File: config.mk
export PLATFORM = sky130hd
export DESIGN_NAME = time_ordered_event_queue_unit
export DESIGN_NICKNAME = d
export VERILOG_FILES = /design/src/rtl/toeq_pkg.sv /design/src/rtl/toeq_ctrl.sv /design/src/rtl/toeq_datapath.sv /design/src/rtl/time_ordered_event_queue_unit.sv
export SDC_FILE = /design/constraint.sdc
export NUM_CORES = 2
export LEC_CHECK = 0
export ABC_AREA = 1
export BUFFER_PORTS_ARGS = -buffer_cell sky130_fd_sc_hd__buf_2
export CAP_MARGIN = 40
export CORE_ASPECT_RATIO = 0.7
export CORE_MARGIN = 2
export CORE_UTILIZATION = 55
export CTS_BUF_LIST = sky130_fd_sc_hd__clkbuf_16
export DETAILED_ROUTE_END_ITERATION = 8
export HOLD_SLACK_MARGIN = 0.1
export PLACE_DENSITY = 0.76
export RECOVER_POWER = 50
export SLEW_MARGIN = 20
export SYNTH_ARGS = -nofsm -noshare
export SYNTH_HDL_FRONTEND = slang
export SYNTH_SLANG_ARGS = --single-unit
File: constraint.sdc
create_clock -name aclk -period 9.1 [get_ports aclk]
set_clock_uncertainty 0.15 [all_clocks]
set_input_delay 1.82 -clock aclk [delete_from_list [all_inputs] [get_ports aclk]]
set_output_delay 1.82 -clock aclk [all_outputs]
set_load 0.02 [all_outputs]
File: src/rtl/toeq_pkg.sv
`timescale 1ns / 1ps

package toeq_pkg;

    // Default sizes of the store.
    localparam int DEPTH_DEF     = 16;
    localparam int TIME_BITS_DEF = 32;

    // Widths of the request and result fields as they travel on the ports.
    localparam int OP_W     = 2;
    localparam int TIME_W   = 32;
    localparam int TYPE_W   = 8;
    localparam int TAG_W    = 8;
    localparam int STATUS_W = 2;
    localparam int COUNT_W  = 5;

    // Request operation codes.
    localparam logic [OP_W-1:0] OP_INSERT = 2'd0;
    localparam logic [OP_W-1:0] OP_REMOVE = 2'd1;
    localparam logic [OP_W-1:0] OP_PEEK   = 2'd2;

    // Result status codes.
    localparam logic [STATUS_W-1:0] STAT_OK   = 2'd0;
    localparam logic [STATUS_W-1:0] STAT_FULL = 2'd1;
    localparam logic [STATUS_W-1:0] STAT_MISS = 2'd2;

    // Controller states.
    typedef enum logic [0:0] {
        CTL_IDLE,
        CTL_COMMIT
    } ctl_state_t;

    // Commands from the controller to the datapath.
    typedef struct packed {
        logic capture;
        logic commit;
    } ctl_cmd_t;

    // Status from the datapath to the controller.
    typedef struct packed {
        logic out_busy;
    } dp_stat_t;

endpackage

File: src/rtl/toeq_ctrl.sv
`timescale 1ns / 1ps

module toeq_ctrl
    import toeq_pkg::*;
(
    input  logic     aclk,
    input  logic     aresetn,
    input  logic     req_valid,
    output logic     req_ready,
    input  dp_stat_t dp_stat,
    output ctl_cmd_t ctl_cmd
);

    ctl_state_t state_reg;
    ctl_state_t state_next;

    // State register.
    always_ff @(posedge aclk) begin
        if (!aresetn) begin
            state_reg <= CTL_IDLE;
        end else begin
            state_reg <= state_next;
        end
    end

    // Next state and commands. A request is captured in idle, and committed
    // from the commit state once the result register is free.
    always_comb begin
        state_next      = state_reg;
        req_ready       = 1'b0;
        ctl_cmd.capture = 1'b0;
        ctl_cmd.commit  = 1'b0;
        case (state_reg)
            CTL_IDLE: begin
                req_ready = 1'b1;
                if (req_valid) begin
                    ctl_cmd.capture = 1'b1;
                    state_next      = CTL_COMMIT;
                end
            end
            CTL_COMMIT: begin
                if (!dp_stat.out_busy) begin
                    ctl_cmd.commit = 1'b1;
                    state_next     = CTL_IDLE;
                end
            end
            default: begin
                state_next = CTL_IDLE;
            end
        endcase
    end

endmodule

File: src/rtl/toeq_datapath.sv
`timescale 1ns / 1ps

module toeq_datapath
    import toeq_pkg::*;
#(
    parameter int DEPTH     = DEPTH_DEF,
    parameter int TIME_BITS = TIME_BITS_DEF
) (
    input  logic                aclk,
    input  logic                aresetn,
    input  ctl_cmd_t            ctl_cmd,
    output dp_stat_t            dp_stat,
    input  logic [OP_W-1:0]     in_op,
    input  logic [TIME_W-1:0]   in_time,
    input  logic [TYPE_W-1:0]   in_type,
    input  logic [TAG_W-1:0]    in_tag,
    output logic                out_valid,
    input  logic                out_ready,
    output logic [STATUS_W-1:0] out_status,
    output logic [TIME_W-1:0]   out_time,
    output logic [TYPE_W-1:0]   out_type,
    output logic [TAG_W-1:0]    out_tag,
    output logic [COUNT_W-1:0]  out_count,
    output logic                out_empty
);

    localparam int CNT_W = $clog2(DEPTH + 1);
    localparam int LVL   = $clog2(DEPTH);

    // Sorted store, entry 0 is the head. Entries at and above the count are don't-care.
    logic [TIME_BITS-1:0] slot_time_reg [DEPTH];
    logic [TYPE_W-1:0]    slot_type_reg [DEPTH];
    logic [TAG_W-1:0]     slot_tag_reg  [DEPTH];
    logic [TIME_BITS-1:0] slot_time_next [DEPTH];
    logic [TYPE_W-1:0]    slot_type_next [DEPTH];
    logic [TAG_W-1:0]     slot_tag_next  [DEPTH];
    logic [CNT_W-1:0]     occ_reg;
    logic [CNT_W-1:0]     occ_next;

    // Captured request and its per-entry compare results.
    logic [OP_W-1:0]      op_reg;
    logic [TIME_BITS-1:0] time_reg;
    logic [TYPE_W-1:0]    type_reg;
    logic [TAG_W-1:0]     tag_reg;
    logic [DEPTH-1:0]     after_reg;
    logic [DEPTH-1:0]     after_next;
    logic [DEPTH-1:0]     match_reg;
    logic [DEPTH-1:0]     match_next;

    // Result register.
    logic                 out_valid_reg;
    logic [STATUS_W-1:0]  out_status_reg;
    logic [TIME_W-1:0]    out_time_reg;
    logic [TYPE_W-1:0]    out_type_reg;
    logic [TAG_W-1:0]     out_tag_reg;
    logic [COUNT_W-1:0]   out_count_reg;
    logic                 out_empty_reg;

    logic [TIME_BITS+TIME_W-1:0] in_time_ext;
    logic [TIME_BITS-1:0]        in_time_fit;
    logic [TIME_BITS+TIME_W-1:0] head_time_ext;
    logic [CNT_W+COUNT_W-1:0]    count_ext;
    logic [DEPTH-1:0]            pre [LVL+1];
    logic                        found;
    logic                        full;
    logic [STATUS_W-1:0]         status_next;
    logic                        do_insert;
    logic                        do_remove;

    // The incoming time is held to the stored width.
    assign in_time_ext = {{TIME_BITS{1'b0}}, in_time};
    assign in_time_fit = in_time_ext[TIME_BITS-1:0];

    // Each entry compares itself against the incoming request. Since the store is
    // sorted, the set of entries that lie after the new event forms a contiguous tail.
    always_comb begin
        for (int i = 0; i < DEPTH; i++) begin
            after_next[i] = (CNT_W'(i) >= occ_reg) || (slot_time_reg[i] > in_time_fit);
            match_next[i] = (CNT_W'(i) < occ_reg) && (slot_tag_reg[i] == in_tag);
        end
    end

    always_ff @(posedge aclk) begin
        if (ctl_cmd.capture) begin
            op_reg    <= in_op;
            time_reg  <= in_time_fit;
            type_reg  <= in_type;
            tag_reg   <= in_tag;
            after_reg <= after_next;
            match_reg <= match_next;
        end
    end

    // Parallel prefix OR marks every entry at or after the first tag match.
    always_comb begin
        pre[0] = match_reg;
        for (int l = 0; l < LVL; l++) begin
            for (int i = 0; i < DEPTH; i++) begin
                if (i >= (1 << l)) begin
                    pre[l+1][i] = pre[l][i] | pre[l][i - (1 << l)];
                end else begin
                    pre[l+1][i] = pre[l][i];
                end
            end
        end
    end

    assign found     = |match_reg;
    assign full      = (occ_reg == CNT_W'(DEPTH));
    assign do_insert = (op_reg == OP_INSERT) && !full;
    assign do_remove = (op_reg == OP_REMOVE) && found;

    // Status of the committed request.
    always_comb begin
        case (op_reg)
            OP_INSERT: status_next = full ? STAT_FULL : STAT_OK;
            OP_REMOVE: status_next = found ? STAT_OK : STAT_MISS;
            default:   status_next = (occ_reg == '0) ? STAT_MISS : STAT_OK;
        endcase
    end

    // Next contents of each entry: shift towards the tail on insert, towards
    // the head on remove, otherwise hold.
    always_comb begin
        occ_next = occ_reg;
        if (do_insert) begin
            occ_next = occ_reg + CNT_W'(1);
        end else if (do_remove) begin
            occ_next = occ_reg - CNT_W'(1);
        end
        for (int i = 0; i < DEPTH; i++) begin
            slot_time_next[i] = slot_time_reg[i];
            slot_type_next[i] = slot_type_reg[i];
            slot_tag_next[i]  = slot_tag_reg[i];
            if (do_insert && after_reg[i]) begin
                if (i == 0 || !after_reg[i-1]) begin
                    slot_time_next[i] = time_reg;
                    slot_type_next[i] = type_reg;
                    slot_tag_next[i]  = tag_reg;
                end else begin
                    slot_time_next[i] = slot_time_reg[i-1];
                    slot_type_next[i] = slot_type_reg[i-1];
                    slot_tag_next[i]  = slot_tag_reg[i-1];
                end
            end else if (do_remove && pre[LVL][i] && (i < DEPTH - 1)) begin
                slot_time_next[i] = slot_time_reg[i+1];
                slot_type_next[i] = slot_type_reg[i+1];
                slot_tag_next[i]  = slot_tag_reg[i+1];
            end
        end
    end

    // Store update.
    always_ff @(posedge aclk) begin
        if (ctl_cmd.commit) begin
            for (int i = 0; i < DEPTH; i++) begin
                slot_time_reg[i] <= slot_time_next[i];
                slot_type_reg[i] <= slot_type_next[i];
                slot_tag_reg[i]  <= slot_tag_next[i];
            end
        end
    end

    always_ff @(posedge aclk) begin
        if (!aresetn) begin
            occ_reg <= '0;
        end else if (ctl_cmd.commit) begin
            occ_reg <= occ_next;
        end
    end

    // The result reports the head and count as they stand after the request.
    assign head_time_ext = {{TIME_W{1'b0}}, slot_time_next[0]};
    assign count_ext     = {{COUNT_W{1'b0}}, occ_next};

    always_ff @(posedge aclk) begin
        if (!aresetn) begin
            out_valid_reg <= 1'b0;
        end else if (ctl_cmd.commit) begin
            out_valid_reg <= 1'b1;
        end else if (out_ready) begin
            out_valid_reg <= 1'b0;
        end
    end

    always_ff @(posedge aclk) begin
        if (ctl_cmd.commit) begin
            out_status_reg <= status_next;
            out_count_reg  <= count_ext[COUNT_W-1:0];
            out_empty_reg  <= (occ_next == '0);
            if (occ_next == '0) begin
                out_time_reg <= '0;
                out_type_reg <= '0;
                out_tag_reg  <= '0;
            end else begin
                out_time_reg <= head_time_ext[TIME_W-1:0];
                out_type_reg <= slot_type_next[0];
                out_tag_reg  <= slot_tag_next[0];
            end
        end
    end

    assign dp_stat.out_busy = out_valid_reg && !out_ready;
    assign out_valid        = out_valid_reg;
    assign out_status       = out_status_reg;
    assign out_time         = out_time_reg;
    assign out_type         = out_type_reg;
    assign out_tag          = out_tag_reg;
    assign out_count        = out_count_reg;
    assign out_empty        = out_empty_reg;

endmodule

File: src/rtl/time_ordered_event_queue_unit.sv
`timescale 1ns / 1ps

// Time-ordered event queue: a sorted store of up to DEPTH events kept in
// ascending order of time, with equal times leaving in arrival order.
// The slave channel takes one request per handshake: s_tuser selects insert,
// remove by tag or peek, s_tdata carries the time, type and tag. The master
// channel returns one result per request with a status in m_tuser and the
// head, count and empty flag after the request in m_tdata.
// In the cycle of acceptance every entry compares itself with the request;
// then, once the result register is free, the entries from the insertion or
// removal point shift by one place at once and the result register is loaded.
// A new request is not taken until the last one has been committed.
// The block accepts a new request while a result still waits, but does not
// commit it until the waiting result has been taken, so a stalled receiver
// holds the block after at most one further request.
// Reset empties the queue at once; no clearing pass is needed, as entries
// beyond the count are never reported.

module time_ordered_event_queue_unit
    import toeq_pkg::*;
#(
    parameter int DEPTH     = DEPTH_DEF,
    parameter int TIME_BITS = TIME_BITS_DEF
) (
    input  logic        aclk,
    input  logic        aresetn,
    input  logic        s_tvalid,
    output logic        s_tready,
    input  logic [47:0] s_tdata,   // event_time[31:0], event_type[39:32], event_tag[47:40]
    input  logic [1:0]  s_tuser,   // op[1:0]
    output logic        m_tvalid,
    input  logic        m_tready,
    output logic [55:0] m_tdata,   // head_time[31:0], head_type[39:32], head_tag[47:40],
                                   // event_count[52:48], is_empty[53], zero[55:54]
    output logic [1:0]  m_tuser    // status[1:0]
);

    ctl_cmd_t            ctl_cmd;
    dp_stat_t            dp_stat;
    logic [STATUS_W-1:0] out_status;
    logic [TIME_W-1:0]   out_time;
    logic [TYPE_W-1:0]   out_type;
    logic [TAG_W-1:0]    out_tag;
    logic [COUNT_W-1:0]  out_count;
    logic                out_empty;

    toeq_ctrl u_ctrl (
        .aclk      (aclk),
        .aresetn   (aresetn),
        .req_valid (s_tvalid),
        .req_ready (s_tready),
        .dp_stat   (dp_stat),
        .ctl_cmd   (ctl_cmd)
    );

    toeq_datapath #(
        .DEPTH     (DEPTH),
        .TIME_BITS (TIME_BITS)
    ) u_datapath (
        .aclk       (aclk),
        .aresetn    (aresetn),
        .ctl_cmd    (ctl_cmd),
        .dp_stat    (dp_stat),
        .in_op      (s_tuser),
        .in_time    (s_tdata[31:0]),
        .in_type    (s_tdata[39:32]),
        .in_tag     (s_tdata[47:40]),
        .out_valid  (m_tvalid),
        .out_ready  (m_tready),
        .out_status (out_status),
        .out_time   (out_time),
        .out_type   (out_type),
        .out_tag    (out_tag),
        .out_count  (out_count),
        .out_empty  (out_empty)
    );

    // Result packing.
    assign m_tdata = {2'b00, out_empty, out_count, out_tag, out_type, out_time};
    assign m_tuser = out_status;

endmodule

[Word level (Yosys, flattened, before mapping)]
Memory sizes are Yosys's and may differ from the RTL's.
Cells that the tools add are included.
W data, S select, Z words.
Word-level totals
  register bits after elaboration: 145
  memory bits (writable): 768
  word-level logic and storage cells: 360
  memories kept: 3
Operators by class
  add/subtract/negate cells: 2
  $lt $le $gt $ge: 48
  eq/ne operators: 18
  muxes and demuxes: 155
  bitwise gates (word level): 46
  reductions and logical operators: 73
Memories
  u_datapath.slot_time_reg: words 16, width 32, rd ports 16, clocked after Yosys merged registers in 0, wr ports 16, RTL line toeq_datapath.sv:31  | logic [TIME_BITS-1:0] slot_time_reg [DEPTH];
  u_datapath.slot_tag_reg: words 16, width 8, rd ports 16, clocked after Yosys merged registers in 0, wr ports 16, RTL line toeq_datapath.sv:33  | logic [TAG_W-1:0] slot_tag_reg [DEPTH];
  u_datapath.slot_type_reg: words 16, width 8, rd ports 16, clocked after Yosys merged registers in 0, wr ports 16, RTL line toeq_datapath.sv:32  | logic [TYPE_W-1:0] slot_type_reg [DEPTH];
Operators with widths (count)
  $mux W32: 46
  $mux W8: 92
  $gt A32 B32 Y1: 16
  $eq A8 B8 Y1: 16
  $logic_and A1 B1 Y1: 50
  $or A1 B1 Y1: 45
  $ge A4 B5 Y1 const A: 8
  $lt A4 B5 Y1 const A: 8
  $ge A3 B5 Y1 const A: 4
  $lt A3 B5 Y1 const A: 4
  $logic_or A1 B1 Y1: 16
  $reduce_or A16 Y1: 1
  $mux W1: 11
  $ge A1 B5 Y1 const A: 2
  $ge A2 B5 Y1 const A: 2
  $logic_not A5 Y1: 2
  $lt A1 B5 Y1 const A: 2
  $lt A2 B5 Y1 const A: 2
  $mux W5: 2
  $add A5 B1 Y5 const B: 1
  $eq A5 B5 Y1 const B: 1
  $sub A5 B1 Y5 const B: 1
  $mux W2: 2
  $pmux W2 S2: 1
  6 further kinds: 7

[Longest topological paths before layout]
  word-level depth: 7
  depth in mapped cells: 14
  depth with buffers taken out: 13

[Hierarchy]
From an unflattened synthesis, not the netlist that was laid out.
Unflattened totals
  cells, all modules: 6975
  area total of the unflattened synthesis: 57960.6 um^2
By module, submodules not included
  toeq_datapath: times used 1, cells each 6961, area an instance 57878.0 um^2
  toeq_ctrl: times used 1, cells each 10, area an instance 56.3 um^2
  time_ordered_event_queue_unit: times used 1, cells each 4, area an instance 26.3 um^2

[Least setup slack after synthesis]
No wires, ideal clock.
  path kind: input to register
  start: in m_tready
  end: mem u_datapath.slot_tag_reg[15][0] (enable)
  library setup time: 0.454 ns
  arrival time: 6.319 ns
  path slack: 2.177 ns
  cell stages on the path: 6
  buffers on the path: 0
  cell sequence: inv_1 > nand2_1 > nand2_1 > inv_1 > nand2_1 > nor2_1
RTL lines
  from (decl): RTL line time_ordered_event_queue_unit.sv:32  | input logic m_tready,
  to (decl): RTL line toeq_datapath.sv:33

==> results.cfg <==
[synthesis]
synth-compound-area-share_pct = 19.3
synthCells = 6481
ys_seq_area_share_pct = 47.3
synth_edf_count = 906
yosys_warnings = 0
yosys.area_share.simple_pct = 12.5
synth.distinct_cells = 42
synth-xor-area-share_pct = 1.29
synthAdderAreaFrac_pct = 11.2
syn_area_per_cell_um2 = 8.92
synth_seq_cells = 913
syn-cell-area_um2 = 57800
synth_top_family_by_area = compound AO/OA/AOI/OAI gates
ys.flop_type = edfxtp_1
ys_async_sr_fraction_pct = 0
synth_mux_area_share_pct = 0

[sta]
setup_viol_count_final = 0
rsz0062_at_grt = no
max_slew_margin_pct = -154
finalCritPeriodShare_pct = 69.3
fin_crit_ns = 6.31
hold_violations = 0
slew_violations = 844
clock.fmax_mhz = 159
setup_tns_ns = 0
worst_pin_slew_ns = 3.81

[route]
drt.antenna.violating_nets = 0
first_pass_iters = 7
drt_iter0_drc = 7762
avgViaCountPerCell = 6.39
routed_wl_um = 197000
wl_per_cell_um = 24.9
vias = 50500
route.detailed.drc = 0

[grt]
antenna_found_initial = 4
first_global_vias = 46900
overflow = 0
gr-usage-met2_pct = 51.4
use_met3_pct = 11.8
track_usage_pct = 36.0
grt_max_degree = 69
grtUsageMet1_pct = 50.6
grt_busiest_layer = met2
grt_pass1_wl_um = 291000

[placement]
dp.cells = 7723
hpwlAfterDp_um = 138000
placed_area_um2 = 60000
gp_congestion = 0.996
portBuffers = 111

[worst_setup_path]
critical_path.top_delay_family = buffers and inverters
critical_path.startpoint = u_datapath.occ_reg[0]$_SDFFE_PN0P_
crit_slowest_cell = clkbuf_1
max_stage_delay_ns = 1.72
path_cells = inv_1, ha_1, nand3_1, nand2_1, inv_1, nand2_1, clkbuf_1, clkbuf_1, o21ai_0
worstSetupPathType = reg2reg
end_kind = flop
start_kind = flop
crit_buf_inv = 4
crit_required_ns = 9.29
crit_fanout = 44
worstPathArrival_ns = 6.50
r2r-start = u_datapath.occ_reg[0]$_SDFFE_PN0P_

[cells_and_area]
syn2layout_area_growth_pct = 8.25
fin_util_pct = 60.1
nets = 6991
layout_common_cells = 1,391 x nand2_1, 923 x o21ai_0, 906 x edfxtp_1, 853 x inv_1, 557 x o211ai_1
drive_above_1_share_pct = 4.25
instances_no_fill = 7911
final_area_um2 = 62600
layout.cells.most_common = nand2_1
largest_register_ffs = 512

[clock_network]
tritoncts = done
clkTransAtPathRegs_ns = 0.06
clock_path_buffers = 3
postCtsSetupRepairBufs = 0
ctsResizeCount = 0
clock_sinks = 913
hold_buffers = 0
clock_latency_ns = 0.73
cts_root_buf = clkbuf_16
cts_htree_levels = 3
cts_made_buffers = 95

[die]
die_w_um = 391
rows = 99
start_util_pct = 55.5
dieArea_um2 = 108000
dieHeight_um = 275
core_um2 = 104000
io_pins = 114

[pwr]
total_power_mw = 10.7
seq_power_share_pct = 47.9
vdd_drop_max_uv = 143
pwr-share-comb_pct = 16.0
p_leak_nw = 26.6
powerDensity_nw_per_um2 = 170
clock_power_share_pct = 36.0
p_sw_mw = 3.19
p_int_mw = 7.47
swShare_pct = 29.9

[status]
violations = max-capacitance violations, max-slew violations
status = finished, violations left

[worst_hold_path]
min_from = u_datapath.out_valid$_SDFFE_PN0P_
holdCritPathClass = reg2reg

[flow_run]
max_cap_viol_count = 26
==> worst reg2reg max path, stage by stage, from the launching register on <==
cell,delay (ns)
dfxtp_1,0.39
inv_1,0.24
ha_1,0.27
nand3_1,0.13
nand2_1,0.41
inv_1,0.48
nand2_1,0.29
clkbuf_1,1.42
clkbuf_1,1.72
o21ai_0,0.42
==> per-layer routing <==
metal	up-vias	share of wire [%]	routed length (µm)
met1	23600	39	77500
met5	-	0.0046	9
li1	22600	-	-
met2	3822	41	80300
met4	2	4.1	8040
met3	483	16	31500
==> worst paths after layout <==
kind	to	slack [ns]	depth (start not counted)
hold reg to reg	u_datapath.out_valid$_SDFFE_PN0P_	0.35	2
hold / removal	u_datapath.out_valid$_SDFFE_PN0P_	0.35	2
setup reg to reg	u_datapath.slot_type_reg[1][41]$_DFFE_PP_	2.79	9
setup / recovery	u_datapath.slot_type_reg[1][41]$_DFFE_PP_	2.79	9
==> layout make-up <==
| type | count | area [µm²] |
|---|---|---|
| clock buffers | 98 | 2450 |
| repair buffers | 240 | 1620 |
| flip-flops and latches | 913 | 27300 |
| inverters | 839 | 3150 |
| multi-input cells | 4331 | 25700 |
| well taps | 1414 | 1770 |
| clock inverters | 75 | 482 |
| fillers | 8831 | 41600 |
| diodes | 1 | 2.50 |
==> cells in the mapped netlist, types with 21 or more instances <==
library cell | n | area share (%)
inv_1 | 825 | 5.4
buf_1 | 32 | 0.21
xor2_1 | 64 | 0.97
a21oi_1 | 350 | 3.0
o21ai_0 | 921 | 8.0
nor2_1 | 216 | 1.4
edfxtp_1 | 906 | 47
nor4_1 | 30 | 0.32
nor3_1 | 23 | 0.20
nand2_1 | 1389 | 9.0
xnor2_1 | 21 | 0.32
nand3_1 | 35 | 0.30
o21ai_1 | 30 | 0.26
buf_2 | 73 | 0.63
clkbuf_1 | 279 | 1.8
nand4_1 | 78 | 0.84
ha_1 | 517 | 11
o211ai_1 | 557 | 7.2
==> power by group through the flow <==
stage                     Combinational (mW)  Clock (mW)  Sequential (mW)
after floorplan                         1.06           0             5.13
after global placement                  1.57           0             5.17
after detailed placement                1.66           0             5.18
after CTS                               1.67        3.84             5.09
after global routing                    1.87        4.01             5.12
final                                   1.71        3.84             5.11
==> through the flow <==
| step | hold slack (ns) | setup slack (ns) |
|---|---|---|
| after floorplan | 0.350 | 2.18 |
| after global placement | 0.341 | 3.78 |
| after detailed placement | 0.339 | 4.03 |
| after CTS | 0.349 | 4.81 |
| after global routing | 0.395 | 2.44 |
| final | 0.354 | 2.79 |
==> cell families (layout without fill, tap and decap cells) <==
group | Yosys count | in the layout
simple gates | 1802 | 1802
fa+ha+maj | 517 | 517
buf+inv | 1238 | 1252
compound gates | 1925 | 1925
other cells | 1 | 3
xor+xnor | 85 | 85
flops | 913 | 913
No activity file was read; power rests on OpenSTA's default activity.
